<file path="config.mk">
export PLATFORM = sky130hd
export DESIGN_NAME = mru_frequency_hit_table
export DESIGN_NICKNAME = d
export VERILOG_FILES = /design/src/rtl/mfht_pkg.sv /design/src/rtl/mru_frequency_hit_table.sv /design/src/rtl/mfht_cell.sv
export SDC_FILE = /design/constraint.sdc
export NUM_CORES = 1
export LEC_CHECK = 0
export BUFFER_PORTS_ARGS = -buffer_cell sky130_fd_sc_hd__buf_2
export CORE_AREA = 4 4 382 384
export CTS_CLUSTER_DIAMETER = 30
export DETAILED_ROUTE_END_ITERATION = 12
export DIE_AREA = 0 0 386 388
export GPL_ROUTABILITY_DRIVEN = 0
export PLACE_DENSITY = 0.46
export SLEW_MARGIN = 10
export SYNTH_ARGS = -nofsm -noshare
export SYNTH_HDL_FRONTEND = slang
export SYNTH_SLANG_ARGS = --single-unit
</file>
<file path="constraint.sdc">
create_clock -name clk -period 10.8 [get_ports clk]
set_clock_uncertainty 0.1 [all_clocks]
set_input_delay 1.08 -clock clk [delete_from_list [all_inputs] [get_ports clk]]
set_output_delay 1.08 -clock clk [all_outputs]
set_load 0.005 [all_outputs]
</file>
<file path="src/rtl/mfht_pkg.sv">
`timescale 1ns / 1ps

package mfht_pkg;

    localparam int DEPTH = 16;
    localparam int CNT_W = $clog2(DEPTH + 1);
    localparam int POS_W = $clog2(DEPTH);

    localparam int FREQ_W  = 17;
    localparam int RSSI_W  = 8;
    localparam int EDGE_W  = 32;
    localparam int IDX_W   = 4;
    localparam int TOTAL_W = 5;

    typedef enum logic [2:0] {
        OUT_IGNORED  = 3'd0,
        OUT_APPENDED = 3'd1,
        OUT_EVICTED  = 3'd2,
        OUT_PROMOTED = 3'd3,
        OUT_READ_OK  = 3'd4,
        OUT_READ_EMP = 3'd5
    } outcome_t;

    typedef struct packed {
        logic [FREQ_W-1:0]        freq;
        logic signed [RSSI_W-1:0] rssi;
        logic [EDGE_W-1:0]        edges;
    } entry_t;

    // Per-cell control: shift_en is the broadcast record strobe, the rest
    // describe this cell's place in the list.
    typedef struct packed {
        logic shift_en;
        logic cell_valid;
        logic prev_valid;
        logic match_in;
    } cell_ctl_t;

endpackage

</file>
<file path="src/rtl/mru_frequency_hit_table.sv">
// Most-recently-used table of frequency hits, built as a row of cells.
// Request channel: req_valid/req_stall with mode, freq_units, rssi_dbm,
// edge_count and read_index. Mode 0 records a hit unless freq_units is 0,
// mode 1 reads the entry at read_index. Response channel: rsp_valid/rsp_stall
// with outcome, promoted_from, entry_total and the out_* data fields.
// Every request gives exactly one response, registered in the cycle after the
// request is accepted. All cells compare the hit frequency in the same cycle,
// and on a record the cells down to a match, or to the list's end, shift
// their entry one place down; a request is taken every cycle unless stalled.
// While a response waits under rsp_stall, req_stall is raised and the list
// holds still; the pending response and its payload do not change.
// Reset clears the entry count and the response valid; the list is then
// empty and the entry contents are never read before being written.
`timescale 1ns / 1ps

module mru_frequency_hit_table (
    input  logic                              clk,
    input  logic                              rst_n,
    input  logic                              req_valid,
    output logic                              req_stall,
    input  logic                              mode,
    input  logic [mfht_pkg::FREQ_W-1:0]       freq_units,
    input  logic signed [mfht_pkg::RSSI_W-1:0] rssi_dbm,
    input  logic [mfht_pkg::EDGE_W-1:0]       edge_count,
    input  logic [mfht_pkg::IDX_W-1:0]        read_index,
    output logic                              rsp_valid,
    input  logic                              rsp_stall,
    output logic [2:0]                        outcome,
    output logic [3:0]                        promoted_from,
    output logic [mfht_pkg::TOTAL_W-1:0]      entry_total,
    output logic [mfht_pkg::FREQ_W-1:0]       out_freq_units,
    output logic signed [mfht_pkg::RSSI_W-1:0] out_rssi_dbm,
    output logic [mfht_pkg::EDGE_W-1:0]       out_edge_count
);
    import mfht_pkg::*;

    entry_t    req_entry;
    entry_t    cell_entry [DEPTH];
    entry_t    chain_in   [DEPTH];
    logic      cell_hit   [DEPTH];
    logic      chain_match [DEPTH+1];
    cell_ctl_t cell_ctl   [DEPTH];

    logic             req_fire;
    logic             record_en;
    logic             found;
    logic [POS_W-1:0] hit_pos;
    logic             rd_ok;
    entry_t           rd_entry;

    logic [CNT_W-1:0] count_reg;
    logic [CNT_W-1:0] count_next;
    logic             rsp_valid_reg;
    logic             rsp_valid_next;

    outcome_t             outcome_reg,   outcome_next;
    logic [3:0]           from_reg,      from_next;
    logic [TOTAL_W-1:0]   total_reg,     total_next;
    logic [FREQ_W-1:0]    ofreq_reg,     ofreq_next;
    logic signed [RSSI_W-1:0] orssi_reg, orssi_next;
    logic [EDGE_W-1:0]    oedge_reg,     oedge_next;

    assign req_stall = rsp_valid_reg && rsp_stall;
    assign req_fire  = req_valid && !req_stall;
    assign record_en = req_fire && !mode && (freq_units != '0);

    assign req_entry.freq  = freq_units;
    assign req_entry.rssi  = rssi_dbm;
    assign req_entry.edges = edge_count;

    assign chain_match[0] = 1'b0;

    genvar g;
    generate
        for (g = 0; g < DEPTH; g++)
        begin : g_cell
            if (g == 0)
            begin : g_head
                assign chain_in[g]            = req_entry;
                assign cell_ctl[g].prev_valid = 1'b1;
            end
            else
            begin : g_body
                assign chain_in[g]            = cell_entry[g-1];
                assign cell_ctl[g].prev_valid = cell_ctl[g-1].cell_valid;
            end
            assign cell_ctl[g].shift_en   = record_en;
            assign cell_ctl[g].cell_valid = count_reg > CNT_W'(g);
            assign cell_ctl[g].match_in   = chain_match[g];

            mfht_cell u_cell (
                .clk        (clk),
                .ctl        (cell_ctl[g]),
                .prev_entry (chain_in[g]),
                .key_freq   (freq_units),
                .entry      (cell_entry[g]),
                .hit        (cell_hit[g]),
                .match_out  (chain_match[g+1])
            );
        end
    endgenerate

    assign found = chain_match[DEPTH];

    // At most one cell matches, so an OR of the positions encodes it.
    always_comb
    begin
        hit_pos = '0;
        for (int i = 0; i < DEPTH; i++)
        begin
            if (cell_hit[i])
            begin
                hit_pos = hit_pos | POS_W'(i);
            end
        end
    end

    always_comb
    begin
        rd_ok    = 1'b0;
        rd_entry = cell_entry[0];
        for (int i = 0; i < DEPTH; i++)
        begin
            if (32'(read_index) == 32'(i))
            begin
                rd_ok    = cell_ctl[i].cell_valid;
                rd_entry = cell_entry[i];
            end
        end
    end

    always_comb
    begin
        count_next     = count_reg;
        rsp_valid_next = rsp_valid_reg;
        outcome_next   = outcome_reg;
        from_next      = from_reg;
        total_next     = total_reg;
        ofreq_next     = ofreq_reg;
        orssi_next     = orssi_reg;
        oedge_next     = oedge_reg;

        if (rsp_valid_reg && !rsp_stall)
        begin
            rsp_valid_next = 1'b0;
        end

        if (req_fire)
        begin
            rsp_valid_next = 1'b1;
            outcome_next   = OUT_IGNORED;
            from_next      = '0;
            ofreq_next     = '0;
            orssi_next     = '0;
            oedge_next     = '0;
            if (mode)
            begin
                if (rd_ok)
                begin
                    outcome_next = OUT_READ_OK;
                    ofreq_next   = rd_entry.freq;
                    orssi_next   = rd_entry.rssi;
                    oedge_next   = rd_entry.edges;
                end
                else
                begin
                    outcome_next = OUT_READ_EMP;
                end
            end
            else if (record_en)
            begin
                if (found)
                begin
                    outcome_next = OUT_PROMOTED;
                    from_next    = 4'(hit_pos);
                end
                else if (count_reg < CNT_W'(DEPTH))
                begin
                    outcome_next = OUT_APPENDED;
                    count_next   = count_reg + 1'b1;
                end
                else
                begin
                    outcome_next = OUT_EVICTED;
                    ofreq_next   = cell_entry[DEPTH-1].freq;
                end
            end
            total_next = TOTAL_W'(count_next);
        end
    end

    always_ff @(posedge clk or negedge rst_n)
    begin
        if (!rst_n)
        begin
            count_reg     <= '0;
            rsp_valid_reg <= 1'b0;
        end
        else
        begin
            count_reg     <= count_next;
            rsp_valid_reg <= rsp_valid_next;
        end
    end

    always_ff @(posedge clk)
    begin
        outcome_reg <= outcome_next;
        from_reg    <= from_next;
        total_reg   <= total_next;
        ofreq_reg   <= ofreq_next;
        orssi_reg   <= orssi_next;
        oedge_reg   <= oedge_next;
    end

    assign rsp_valid      = rsp_valid_reg;
    assign outcome        = outcome_reg;
    assign promoted_from  = from_reg;
    assign entry_total    = total_reg;
    assign out_freq_units = ofreq_reg;
    assign out_rssi_dbm   = orssi_reg;
    assign out_edge_count = oedge_reg;

endmodule

</file>
<file path="src/rtl/mfht_cell.sv">
`timescale 1ns / 1ps

module mfht_cell (
    input  logic               clk,
    input  mfht_pkg::cell_ctl_t ctl,
    input  mfht_pkg::entry_t   prev_entry,
    input  logic [mfht_pkg::FREQ_W-1:0] key_freq,
    output mfht_pkg::entry_t   entry,
    output logic               hit,
    output logic               match_out
);
    import mfht_pkg::*;

    entry_t entry_reg;
    entry_t entry_next;
    logic   take_prev;

    assign hit       = ctl.cell_valid && (entry_reg.freq == key_freq);
    assign match_out = ctl.match_in || hit;

    // A cell takes its neighbour's entry when the list moves down through
    // it, that is when no match lies in front of it and the neighbour holds
    // a live entry.
    assign take_prev = ctl.shift_en && ctl.prev_valid && !ctl.match_in;

    always_comb
    begin
        entry_next = entry_reg;
        if (take_prev)
        begin
            entry_next = prev_entry;
        end
    end

    always_ff @(posedge clk)
    begin
        entry_reg <= entry_next;
    end

    assign entry = entry_reg;

endmodule
</file>
==> results of run 1 <==
[cells in the final DEF (no fill, tap or decap), types with 13 or more instances in the layout]
cell / n
edfxtp_1: 981
clkbuf_16: 222
a21oi_1: 193
o21ai_0: 160
xnor2_1: 156
nor2_1: 149
buf_2: 134
xor2_1: 123
nand2_1: 119
o22ai_1: 88
buf_4: 75
mux2i_1: 55
a211oi_1: 53
o221ai_1: 53
nor4_1: 45
mux2_2: 44
clkinv_2: 43
o211ai_1: 41
bufinv_16: 41
nand4_1: 38
nand3_1: 38
clkinv_1: 31
nor3_1: 29
clkinvlp_4: 29
inv_1: 23
a221oi_1: 23
o21ai_1: 22
o2bb2ai_1: 20
a22oi_1: 20
nor2b_1: 18
a2111oi_0: 16
clkbuf_1: 16
a22o_1: 14
a32oi_1: 13
[critical path: stages, from the launching register on]
cell      delay, ns
dfrtp_1        0.59
inv_1          0.22
ha_1           0.25
o21ba_2        0.21
nor3_1         0.69
nor4_1         0.36
nor2_1         0.28
nand4b_1       0.75
or3b_1         0.82
nor2b_4        0.31
buf_4          0.65
[through the flow]
step,area [µm²],hold WS (ns)
2_1_floorplan,42570,0.3180
3_3_place_gp,45420,0.3222
3_5_place_dp,45420,0.3268
4_1_cts,53200,0.2801
5_1_grt,53210,0.3019
6_report,53210,0.3169
[cells by family after synthesis]
| group | Yosys count | synth area share, % |
|---|---|---|
| AO/OA/AOI/OAI | 820 | 12.69 |
| XOR/XNOR | 279 | 5.745 |
| adder cells (fa/ha/maj) | 4 | 0.1177 |
| buffers and inverters | 241 | 2.636 |
| flip-flops | 987 | 69.61 |
| multiplexers | 108 | 2.883 |
| AND/OR/NAND/NOR | 531 | 6.318 |
[cell type report]
type	instances	share of cell area, %
flip-flops and latches	987	55.64
multi-input cells	1742	22.65
clock inverters	173	3.997
diodes	1	0.004703
well taps	1903	4.475
clock buffers	240	10.60
repair buffers	214	2.427
inverters	28	0.1999
[power by group through the flow]
| stage | Combinational (W) | Sequential [W] | Clock [W] |
|---|---|---|---|
| 2_1_floorplan | 0.000411 | 0.00452 | 0 |
| 3_3_place_gp | 0.000721 | 0.00455 | 0 |
| 3_5_place_dp | 0.000721 | 0.00455 | 0 |
| 4_1_cts | 0.000724 | 0.00449 | 0.00703 |
| 5_1_grt | 0.000769 | 0.00450 | 0.00724 |
| 6_report | 0.000724 | 0.00448 | 0.00694 |
[worst min-delay path by stage]
| stage | start | endpoint | depth (start not counted) |
|---|---|---|---|
| after global routing | edge_count[24] | g_cell[0].u_cell.entry[24]$_DFFE_PP_ | 1 |
| after global placement | g_cell[2].u_cell.entry[11]$_DFFE_PP_ | g_cell[3].u_cell.entry[11]$_DFFE_PP_ | 0 |
| after CTS | edge_count[24] | g_cell[0].u_cell.entry[24]$_DFFE_PP_ | 1 |
| after floorplan | g_cell[12].u_cell.entry[10]$_DFFE_PP_ | g_cell[13].u_cell.entry[10]$_DFFE_PP_ | 0 |
| after detailed placement | g_cell[2].u_cell.entry[33]$_DFFE_PP_ | g_cell[3].u_cell.entry[33]$_DFFE_PP_ | 0 |
| final | g_cell[3].u_cell.entry[3]$_DFFE_PP_ | g_cell[4].u_cell.entry[3]$_DFFE_PP_ | 0 |
[routing by layer]
layer  global-route usage [%]  vias to the layer above
met5                        0                        -
met4                    4.700                        0
met3                    3.680                      200
met2                    27.45                     1128
met1                    29.17                    14140
li1                         -                    12200
==> impl_results.md, run 1 <==
- Status: finished with violations
- Failing checks: capacitance limit
- Met2 WL: 62570 µm
- Total grt overflow: 0
- Most common library cells after synthesis: edfxtp_1 (981), a21oi_1 (194), nor2_1 (161)
- CP Launch Type: flop
- Area delta synth->final: 25.10%
- Core ar.: 142800 µm²
- DRT antenna net count: 0
- Cell taking the most area after synthesis: edfxtp_1
- Top cells by area, synth: edfxtp_1 (69%), xnor2_1 (3.2%), xor2_1 (2.5%)
- Seq/Total Area, Yosys: 69.61%
- Num rows: 139
- DR DRC count: 0
- Num ports: 137
- Tot Pwr: 0.01215 W
- Mapped Cells: 2970
- Initial core utilization: 29.79%
- Max Buffers Root-to-Sink: 3
- Int Pwr: 0.009337 W
- R2R depth: 10
- Estimated wirelength of the detail-placed design: 97700 µm
- Final WS setup: 5.066 ns
- Asr flop ratio synth: 0.6079%
- Critical path class: reg -> reg
- Port-buffer cells: 136
- Min cycle time layout: 5.734 ns
- Mapped Avg Cell Area: 14.32 µm²
- Synth Flop Type: edfxtp_1
- Clock H-tree levels: 4
- Worst slew pin tran: 1.419 ns
- Wire length on met3: 9701 µm
- Die height: 388 µm
- Slew HR: 2.968%
- Routed vias/inst: 5.232
- Die width: 386 µm
- Worst VDD drop: 130.2 µV
- GRT Total Usage: 19.03%
- Vias after detailed routing: 27670
- Sw power: 0.002815 W
- Synth Warn #: 0
- Largest register FFs: 912
- Drt total wl: 145100 µm
- Post-Layout Cell Count: 5288
- Critical path fanouts, max: 50
- Final setup viols: 0
- Placement Setup Slack: 4.859 ns
- Share of cells above drive strength 1: 20.60%
- RSZ-0062 raised after global routing: false
- Final TNS setup: 0 ns
- Max Fclk: 174.4 MHz
- CTS tree: yes
- Post-synth top area share: 69.26%
- PwrDens: 228.4 nW/µm²
- Max Slew Vio Count: 0
- Hold-fix buffers, CTS: 1
- Required @ worst endpoint: 11.12 ns
- Multi-input logic area: 12050 µm²
- Count leader, synth: edfxtp_1
- Post-CTS setup buffer count: 0
- Clock sinks: 987
- Gate power share: 6.0%
- Clock Latency Late Sink: 0.82 ns
- Register area: 29610 µm²
- Yosys cell types: 91
- Crit path capture: g_cell[12].u_cell.entry[7]$_DFFE_PP_
- Starting DRT DRC Count: 3101
- Total CTS buffers: 219
- First-pass GRT wire length: 207600 µm
- FF-to-FF Start: count_reg[1]$_DFFE_PN0P_
- Mapped cell area: 42540 µm²
- CTS clk-pin slew, worst paths: 0.05 ns
- Leak: 17.68 nW
- Clock Root Buffer: clkbuf_16
- Top Metal Used: met4
- Fin crit share: 53.09%
- Crit end category: flop
- Max-Cap Viols: 1
- Endpoints failing hold: 0
- Initial antenna violation count: 1
- CP startpoint: count_reg[1]$_DFFE_PN0P_
- Full die area: 149800 µm²
- Reg2reg setup slack: 5.07 ns
- Final nets: 3262
- EDFF count, synth: 981
- Syn nets: 3040
- Vias in the first global route: 27610
- Largest net degree at the start of global routing: 85
- # fillers: 13520
- Post-cts repair resize count: 0
- FF-to-FF End: g_cell[12].u_cell.entry[7]$_DFFE_PP_
- WL met1: 70190 µm
- Placed cells: 4872
- Clock share of power: 57.1%
- Critical path data arrival time: 6.06 ns
- Min-delay worst type: reg -> reg
- Drt wl/cell: 27.44 µm
- FF+latch count, synth: 987
- Flop pwr share: 36.9%
- Switching share of power: 23.17%
- Final Core Density: 37.27%
- Drt pass-1 iters: 5
(Power assumes the default switching activity.)
==> run 2, diff against run 1 <==
--- a/config.mk
+++ b/config.mk
@@ -5,13 +5,14 @@
 export SDC_FILE = /design/constraint.sdc
 export NUM_CORES = 1
 export LEC_CHECK = 0
+export ABC_AREA = 1
 export BUFFER_PORTS_ARGS = -buffer_cell sky130_fd_sc_hd__buf_2
-export CORE_AREA = 4 4 382 384
+export CORE_AREA = 4 4 389 391
 export CTS_CLUSTER_DIAMETER = 30
 export DETAILED_ROUTE_END_ITERATION = 12
-export DIE_AREA = 0 0 386 388
+export DIE_AREA = 0 0 393 395
 export GPL_ROUTABILITY_DRIVEN = 0
-export PLACE_DENSITY = 0.46
+export PLACE_DENSITY = 0.44
 export SLEW_MARGIN = 10
 export SYNTH_ARGS = -nofsm -noshare
 export SYNTH_HDL_FRONTEND = slang
==> constraint.sdc (replaced) <==
create_clock -name clk -period 5.8 [get_ports clk]
set_clock_uncertainty 0.1 [all_clocks]
set_input_delay 0.58 -clock clk [delete_from_list [all_inputs] [get_ports clk]]
set_output_delay 0.58 -clock clk [all_outputs]
set_load 0.005 [all_outputs]
==> impl_results.md, run 2 <==
- Status: complete, no violations
- Fin Hold WS: 0.09611 ns (-0.2208 ns)
- Die width: 393 µm (+1.8%)
- Die height: 395 µm (+1.8%)
- Hold Startpoint: freq_units[1]
- Worst slew pin tran: 0.9646 ns (-0.4542 ns)
- First-pass GRT wire length: 186700 µm (-10%)
- Most common cell after layout, fill and taps aside: nand2_1
- Vias in the first global route: 29500 (+6.8%)
- Most common library cells after synthesis: nand2_1 (1066), edfxtp_1 (981), nand3_1 (361)
- Mapped cell area: 44200 µm² (+3.9%)
- Worst VDD drop: 332.4 µV (+160%)
- CP Launch Type: flop
- Syn nets: 4169 (+37%)
- Routed vias/inst: 4.476 (-14%)
- Area delta synth->final: 26.66%
- Slew HR: 35.62% (+33 points)
- Crit end category: flop
- Placed cells: 6025 (+24%)
- Max Fclk: 239.6 MHz (+37%)
- RSZ-0062 raised after global routing: false
- Fin crit share: 71.97% (+19 points)
- Min cycle time layout: 4.174 ns (-1.560 ns)
- EDFF count, synth: 981 (unchanged)
- Total grt overflow: 0 (unchanged)
- Seq/Total Area, Yosys: 66.98% (-2.6 points)
- Full die area: 155200 µm² (+3.7%)
- Max-Cap Viols: 0 (-1)
- Vias after detailed routing: 29170 (+5.4%)
- Synth Flop Type: edfxtp_1
- Share of cells above drive strength 1: 17.44% (-3.2 points)
- Post-cts repair resize count: 0 (unchanged)
- FF+latch count, synth: 987 (unchanged)
- DR DRC count: 0 (unchanged)
- CTS tree: yes
- Post-synth top area share: 66.64% (-2.6 points)
- Total CTS buffers: 234 (+6.8%)
- CTS clk-pin slew, worst paths: 0.04 ns (about the same)
- Synth Warn #: 0 (unchanged)
- Max Slew Vio Count: 0 (unchanged)
- Drt pass-1 iters: 7 (+2)
- Clock Root Buffer: clkbuf_16
- PwrDens: 413.0 nW/µm² (+81%)
- Drt total wl: 121400 µm (-16%)
- FF-to-FF Start: count_reg[4]$_DFFE_PN0P_
- GRT Total Usage: 15.57% (-3.5 points)
- Initial core utilization: 29.97% (+0.18 points)
- Final TNS setup: 0 ns (unchanged)
- Leak: 21.55 nW (+22%)
- Clock Latency Late Sink: 0.81 ns (about the same)
- Post-Layout Cell Count: 6517 (+23%)
- Max Buffers Root-to-Sink: 3 (unchanged)
- Num rows: 141 (+1.4%)
- Starting DRT DRC Count: 2368 (-24%)
- Most frequent cells in the layout: nand2_1 (1065), edfxtp_1 (981), nand3_1 (361), inv_1 (316), clkbuf_16 (234)
- Largest net degree at the start of global routing: 70 (-18%)
- Drt wl/cell: 18.63 µm (-32%)
- Critical path class: reg -> reg
- Yosys cell types: 48 (-47%)
- Mapped Avg Cell Area: 10.78 µm² (-25%)
- CP startpoint: count_reg[4]$_DFFE_PN0P_
- Final nets: 4451 (+36%)
- Clock sinks: 987 (unchanged)
- Estimated wirelength of the detail-placed design: 85420 µm (-13%)
- Final setup viols: 0 (unchanged)
- Ant. Diodes: 0 (-1)
- Count leader, synth: nand2_1
- Critical path data arrival time: 4.50 ns (-1.56 ns)
- Largest register FFs: 912 (unchanged)
- Port-buffer cells: 136 (unchanged)
- Endpoints failing hold: 0 (unchanged)
- Cell taking the most area after synthesis: edfxtp_1
- Top cells by area, synth: edfxtp_1 (67%), nand2_1 (9.1%), nand3_1 (4.1%)
- Mapped Cells: 4099 (+38%)
- Clock H-tree levels: 4 (unchanged)
- Initial antenna violation count: 1 (unchanged)
- Required @ worst endpoint: 6.13 ns (-4.99 ns)
- Min-delay worst type: in -> reg
- DRT antenna net count: 0 (unchanged)
- Asr flop ratio synth: 0.6079% (unchanged)
- Num ports: 137 (unchanged)
- Core ar.: 147500 µm² (+3.3%)
- Critical path fanouts, max: 57 (+14%)
run 2: where the power goes:
part	total, W	switching, W	internal (W)
clock network	0.0135	0.00411	0.00937
registers	0.00833	0.000147	0.00818
logic	0.00131	0.000913	0.000399
total	0.0231	0.00517	0.0180
run 2: metrics by stage:
| stage | power, W | setup WS, ns | utilization [%] | area (µm²) |
|---|---|---|---|---|
| 5_1_grt | 0.02401 | 1.405 | 37.96 | 55990 |
| 6_report | 0.02312 | 1.626 | 37.96 | 55990 |
| 3_5_place_dp | 0.009750 | 1.305 | 32.03 | 47240 |
| 4_1_cts | 0.02341 | 1.704 | 37.96 | 55990 |
| 3_3_place_gp | 0.009745 | 1.323 | 32.03 | 47240 |
| 2_1_floorplan | 0.009188 | 0.2430 | - | 44270 |
run 2: cell type report:
| type | count | area, µm² |
|---|---|---|
| fillers | 14310 | 91500 |
| clock inverters | 171 | 2211 |
| inverters | 335 | 1257 |
| repair buffers | 260 | 1824 |
| multi-input cells | 2563 | 12640 |
| clock buffers | 271 | 6035 |
| flip-flops and latches | 987 | 29610 |
| well taps | 1930 | 2415 |
run 2: per-layer routing:
metal  vias up  GRT usage (%)  wire length [µm]
li1      14730              -                 -
met1     13300          23.31             60450
met2       882          22.18             50730
met3       257          3.153              6778
met4         0          5.568              3446
met5         -              0                 0
run 2: timing repair:
item / CTS / global route
hold endpoints to repair: 53 / 0
setup buffers: 0 / 0
hold buffers: 50 / 0
run 2: critical path, stage by stage (launching register included):
cell     delay, ns
dfrtp_1       0.50
nor2_1        0.22
nand2_1       0.12
a21oi_1       0.65
nor4_1        0.15
nand3_1       0.12
buf_4         0.14
nand2_1       0.05
nor2_1        0.34
nand2_1       0.23
or2_2         0.46
nor2_4        0.11
buf_4         0.55
run 2: logic make-up after synthesis:
logic type / after synthesis / share of synthesized area (%)
adders and majority gates: 4 / 0.1132
DFF: 987 / 66.98
AOI/OAI and AO/OA: 497 / 6.267
xor gates and xnor gates: 140 / 2.774
buffers and inverters: 549 / 4.911
and+or+nand+nor: 1922 / 18.95
run 2: worst paths after layout:
kind / to / slack, ns / cells past startpoint
worst max-delay path: g_cell[11].u_cell.entry[5]$_DFFE_PP_ / 1.63 / 12
worst min register to register: g_cell[14].u_cell.entry[1]$_DFFE_PP_ / 0.33 / 0
worst min-delay path: g_cell[0].u_cell.entry[41]$_DFFE_PP_ / 0.1 / 1
worst max register to register: g_cell[11].u_cell.entry[5]$_DFFE_PP_ / 1.63 / 12
min in group asynchronous: count_reg[2]$_DFFE_PN0P_ / 0.63 / 3
max in group asynchronous: count_reg[4]$_DFFE_PN0P_ / 4.73 / 3
==> run 3, diff against run 2 <==
--- a/config.mk
+++ b/config.mk
@@ -5,14 +5,14 @@
 export SDC_FILE = /design/constraint.sdc
 export NUM_CORES = 1
 export LEC_CHECK = 0
-export ABC_AREA = 1
+export ABC_AREA = 0
 export BUFFER_PORTS_ARGS = -buffer_cell sky130_fd_sc_hd__buf_2
-export CORE_AREA = 4 4 389 391
+export CORE_AREA = 4 4 382 384
 export CTS_CLUSTER_DIAMETER = 30
 export DETAILED_ROUTE_END_ITERATION = 12
-export DIE_AREA = 0 0 393 395
+export DIE_AREA = 0 0 386 388
 export GPL_ROUTABILITY_DRIVEN = 0
-export PLACE_DENSITY = 0.44
+export PLACE_DENSITY = 0.46
 export SLEW_MARGIN = 10
 export SYNTH_ARGS = -nofsm -noshare
 export SYNTH_HDL_FRONTEND = slang
==> constraint.sdc (replaced) <==
create_clock -name clk -period 3.75 [get_ports clk]
set_clock_uncertainty 0.1 [all_clocks]
set_input_delay 0.375 -clock clk [delete_from_list [all_inputs] [get_ports clk]]
set_output_delay 0.375 -clock clk [all_outputs]
set_load 0.005 [all_outputs]
==> impl_results.md, run 3 (same netlist as run 1, synthesis figures left out) <==
- Slowest CP cell: or4_1
- Max Fclk: 277.1 MHz (+16%)
- Crit end category: flop
- Largest register FFs: 912 (unchanged)
- Vias in the first global route: 28320 (-4.0%)
- Top cell family by delay on the critical path: simple AND/OR/NAND/NOR gates
- Worst path bufs/invs: 5 (+3)
- Fin crit share: 96.22% (+24 points)
- Final nets: 3556 (-20%)
- GRT Total Usage: 18.37% (+2.8 points)
- RSZ-0062 raised after global routing: false
- Max stage delay on crit path: 0.60 ns (-0.05 ns)
- Full die area: 149800 µm² (-3.5%)
- Initial core utilization: 29.79% (-0.18 points)
- Final WS setup: 0.1416 ns (-1.484 ns)
- Share of cells above drive strength 1: 24.93% (+7.5 points)
- Reg2reg setup slack: 0.14 ns (-1.48 ns)
- CTS clk-pin slew, worst paths: 0.05 ns (about the same)
- Worst path cell trace: buf_4 > ha_1 > buf_4 > nand2b_1 > o21ai_1 > nand4_1 > or4_1 > o31a_1 > or3b_1 > buf_4 > nor3b_4 > buf_12 > buf_4
- R2R depth: 13 (+1)
- Status: complete, no violations
- Die width: 386 µm (-1.8%)
- Worst VDD drop: 444.1 µV (+34%)
- Routed vias/inst: 4.991 (+12%)
- Most Frequent Cell on Critical Path: buf_4
- Final setup viols: 0 (unchanged)
- Clock Latency Late Sink: 0.81 ns (about the same)
- Drt wl/cell: 25.02 µm (+34%)
- Slew HR: 15.59% (-20 points)
- Drt total wl: 139600 µm (+15%)
- First-pass GRT wire length: 201900 µm (+8.1%)
- DR DRC count: 0 (unchanged)
- Hold Startpoint: rssi_dbm[6]
- CP startpoint: count_reg[0]$_DFFE_PN0P_
- Max Buffers Root-to-Sink: 3 (unchanged)
- Port-buffer cells: 136 (unchanged)
- CTS tree: yes
- Final TNS setup: 0 ns (unchanged)
- Total grt overflow: 0 (unchanged)
- Crit path capture: g_cell[14].u_cell.entry[55]$_DFFE_PP_
- Max Slew Vio Count: 0 (unchanged)
- Placement Setup Slack: -0.1814 ns (-1.486 ns)
- Total CTS buffers: 222 (-5.1%)
- Num rows: 139 (-1.4%)
- Core ar.: 142800 µm² (-3.2%)
- Endpoints failing hold: 0 (unchanged)
- DRT antenna net count: 0 (unchanged)
- Critical path data arrival time: 4.05 ns (-0.45 ns)
- Clock H-tree levels: 4 (unchanged)
- Initial antenna violation count: 4 (+3)
- Min cycle time layout: 3.608 ns (-0.5658 ns)
- # fillers: 13390 (-6.5%)
- Largest net degree at the start of global routing: 82 (+17%)
- Die height: 388 µm (-1.8%)
- Clock sinks: 987 (unchanged)
- Critical Path Stages: 13 (+1)
- Worst slew pin tran: 1.234 ns (+0.2696 ns)
- Critical path fanouts, max: 15 (-74%)
- Clock Root Buffer: clkbuf_16
- Required @ worst endpoint: 4.19 ns (-1.94 ns)
- PwrDens: 623.0 nW/µm² (+51%)
- FF-to-FF Start: count_reg[0]$_DFFE_PN0P_
- Area delta synth->final: 31.65%
- Drt pass-1 iters: 6 (-1)
- Estimated wirelength of the detail-placed design: 103100 µm (+21%)
- FF-to-FF End: g_cell[14].u_cell.entry[55]$_DFFE_PP_
- Num ports: 137 (unchanged)
- Critical path class: reg -> reg
- Final Core Density: 39.22% (+1.3 points)
- Most common cell after layout, fill and taps aside: edfxtp_1
- Leak: 19.21 nW (-11%)
- Min-delay worst type: in -> reg
- Tot Pwr: 0.03489 W (+51%)
- CP Launch Type: flop
- Starting DRT DRC Count: 2686 (+13%)
- Max-Cap Viols: 0 (unchanged)
- Most frequent cells in the layout: edfxtp_1 (981), buf_4 (265), clkbuf_16 (223), a21oi_1 (192), o21ai_0 (160)
- Vias after detailed routing: 27850 (-4.5%)
==> run 3: final cells by class <==
class | count | area, µm² | share of cell area (%)
well taps | 1903 | 2381 | 4.252
diodes | 2 | 5.005 | 0.008937
multi-input cells | 1742 | 12080 | 21.57
clock inverters | 169 | 1997 | 3.566
flip-flops and latches | 987 | 29610 | 52.87
inverters | 28 | 106.4 | 0.1899
clock buffers | 244 | 5679 | 10.14
repair buffers | 505 | 4144 | 7.400
==> run 3: routing by layer <==
metal	GRT usage, %	wire length [µm]
met3	4.485	9733
met2	26.18	59230
met1	27.31	66960
met4	5.886	3664
met5	0	9
==> run 3: worst min-delay path by stage <==
stage	to	slack, ns	cells past startpoint
CTS	g_cell[0].u_cell.entry[38]$_DFFE_PP_	0.09	2
floorplan	count_reg[0]$_DFFE_PN0P_	-0.02	0
global route	g_cell[0].u_cell.entry[38]$_DFFE_PP_	0.13	2
finish	g_cell[0].u_cell.entry[38]$_DFFE_PP_	0.17	2
detailed placement	count_reg[2]$_DFFE_PN0P_	0.11	1
global placement	count_reg[2]$_DFFE_PN0P_	0.11	1
==> run 3: power by group <==
part	internal, W	total [W]	leakage, nW	switching [W]
clock network	0.0133	0.0196	3.71	0.00631
logic	0.000878	0.00237	6.31	0.00149
registers	0.0126	0.0129	9.19	0.000254
total	0.0268	0.0349	19.2	0.00806
==> run 3: timing repair <==
item,CTS,global route
hold endpoints to repair,65,0
hold buffers,62,0
buffers inserted,2,0
endpoints found under the setup margin,22,216
pin swaps,1,0
resized for setup,0,6
==> run 3: metrics by stage <==
stage               instances  hold slack, ns  cell area, µm²
floorplan                2970        -0.02059           42790
finish                   5580          0.1675           56000
global route             5579          0.1281           56000
detailed placement       5101          0.1145           47640
global placement         5101          0.1144           47640
CTS                      5578         0.09492           55960
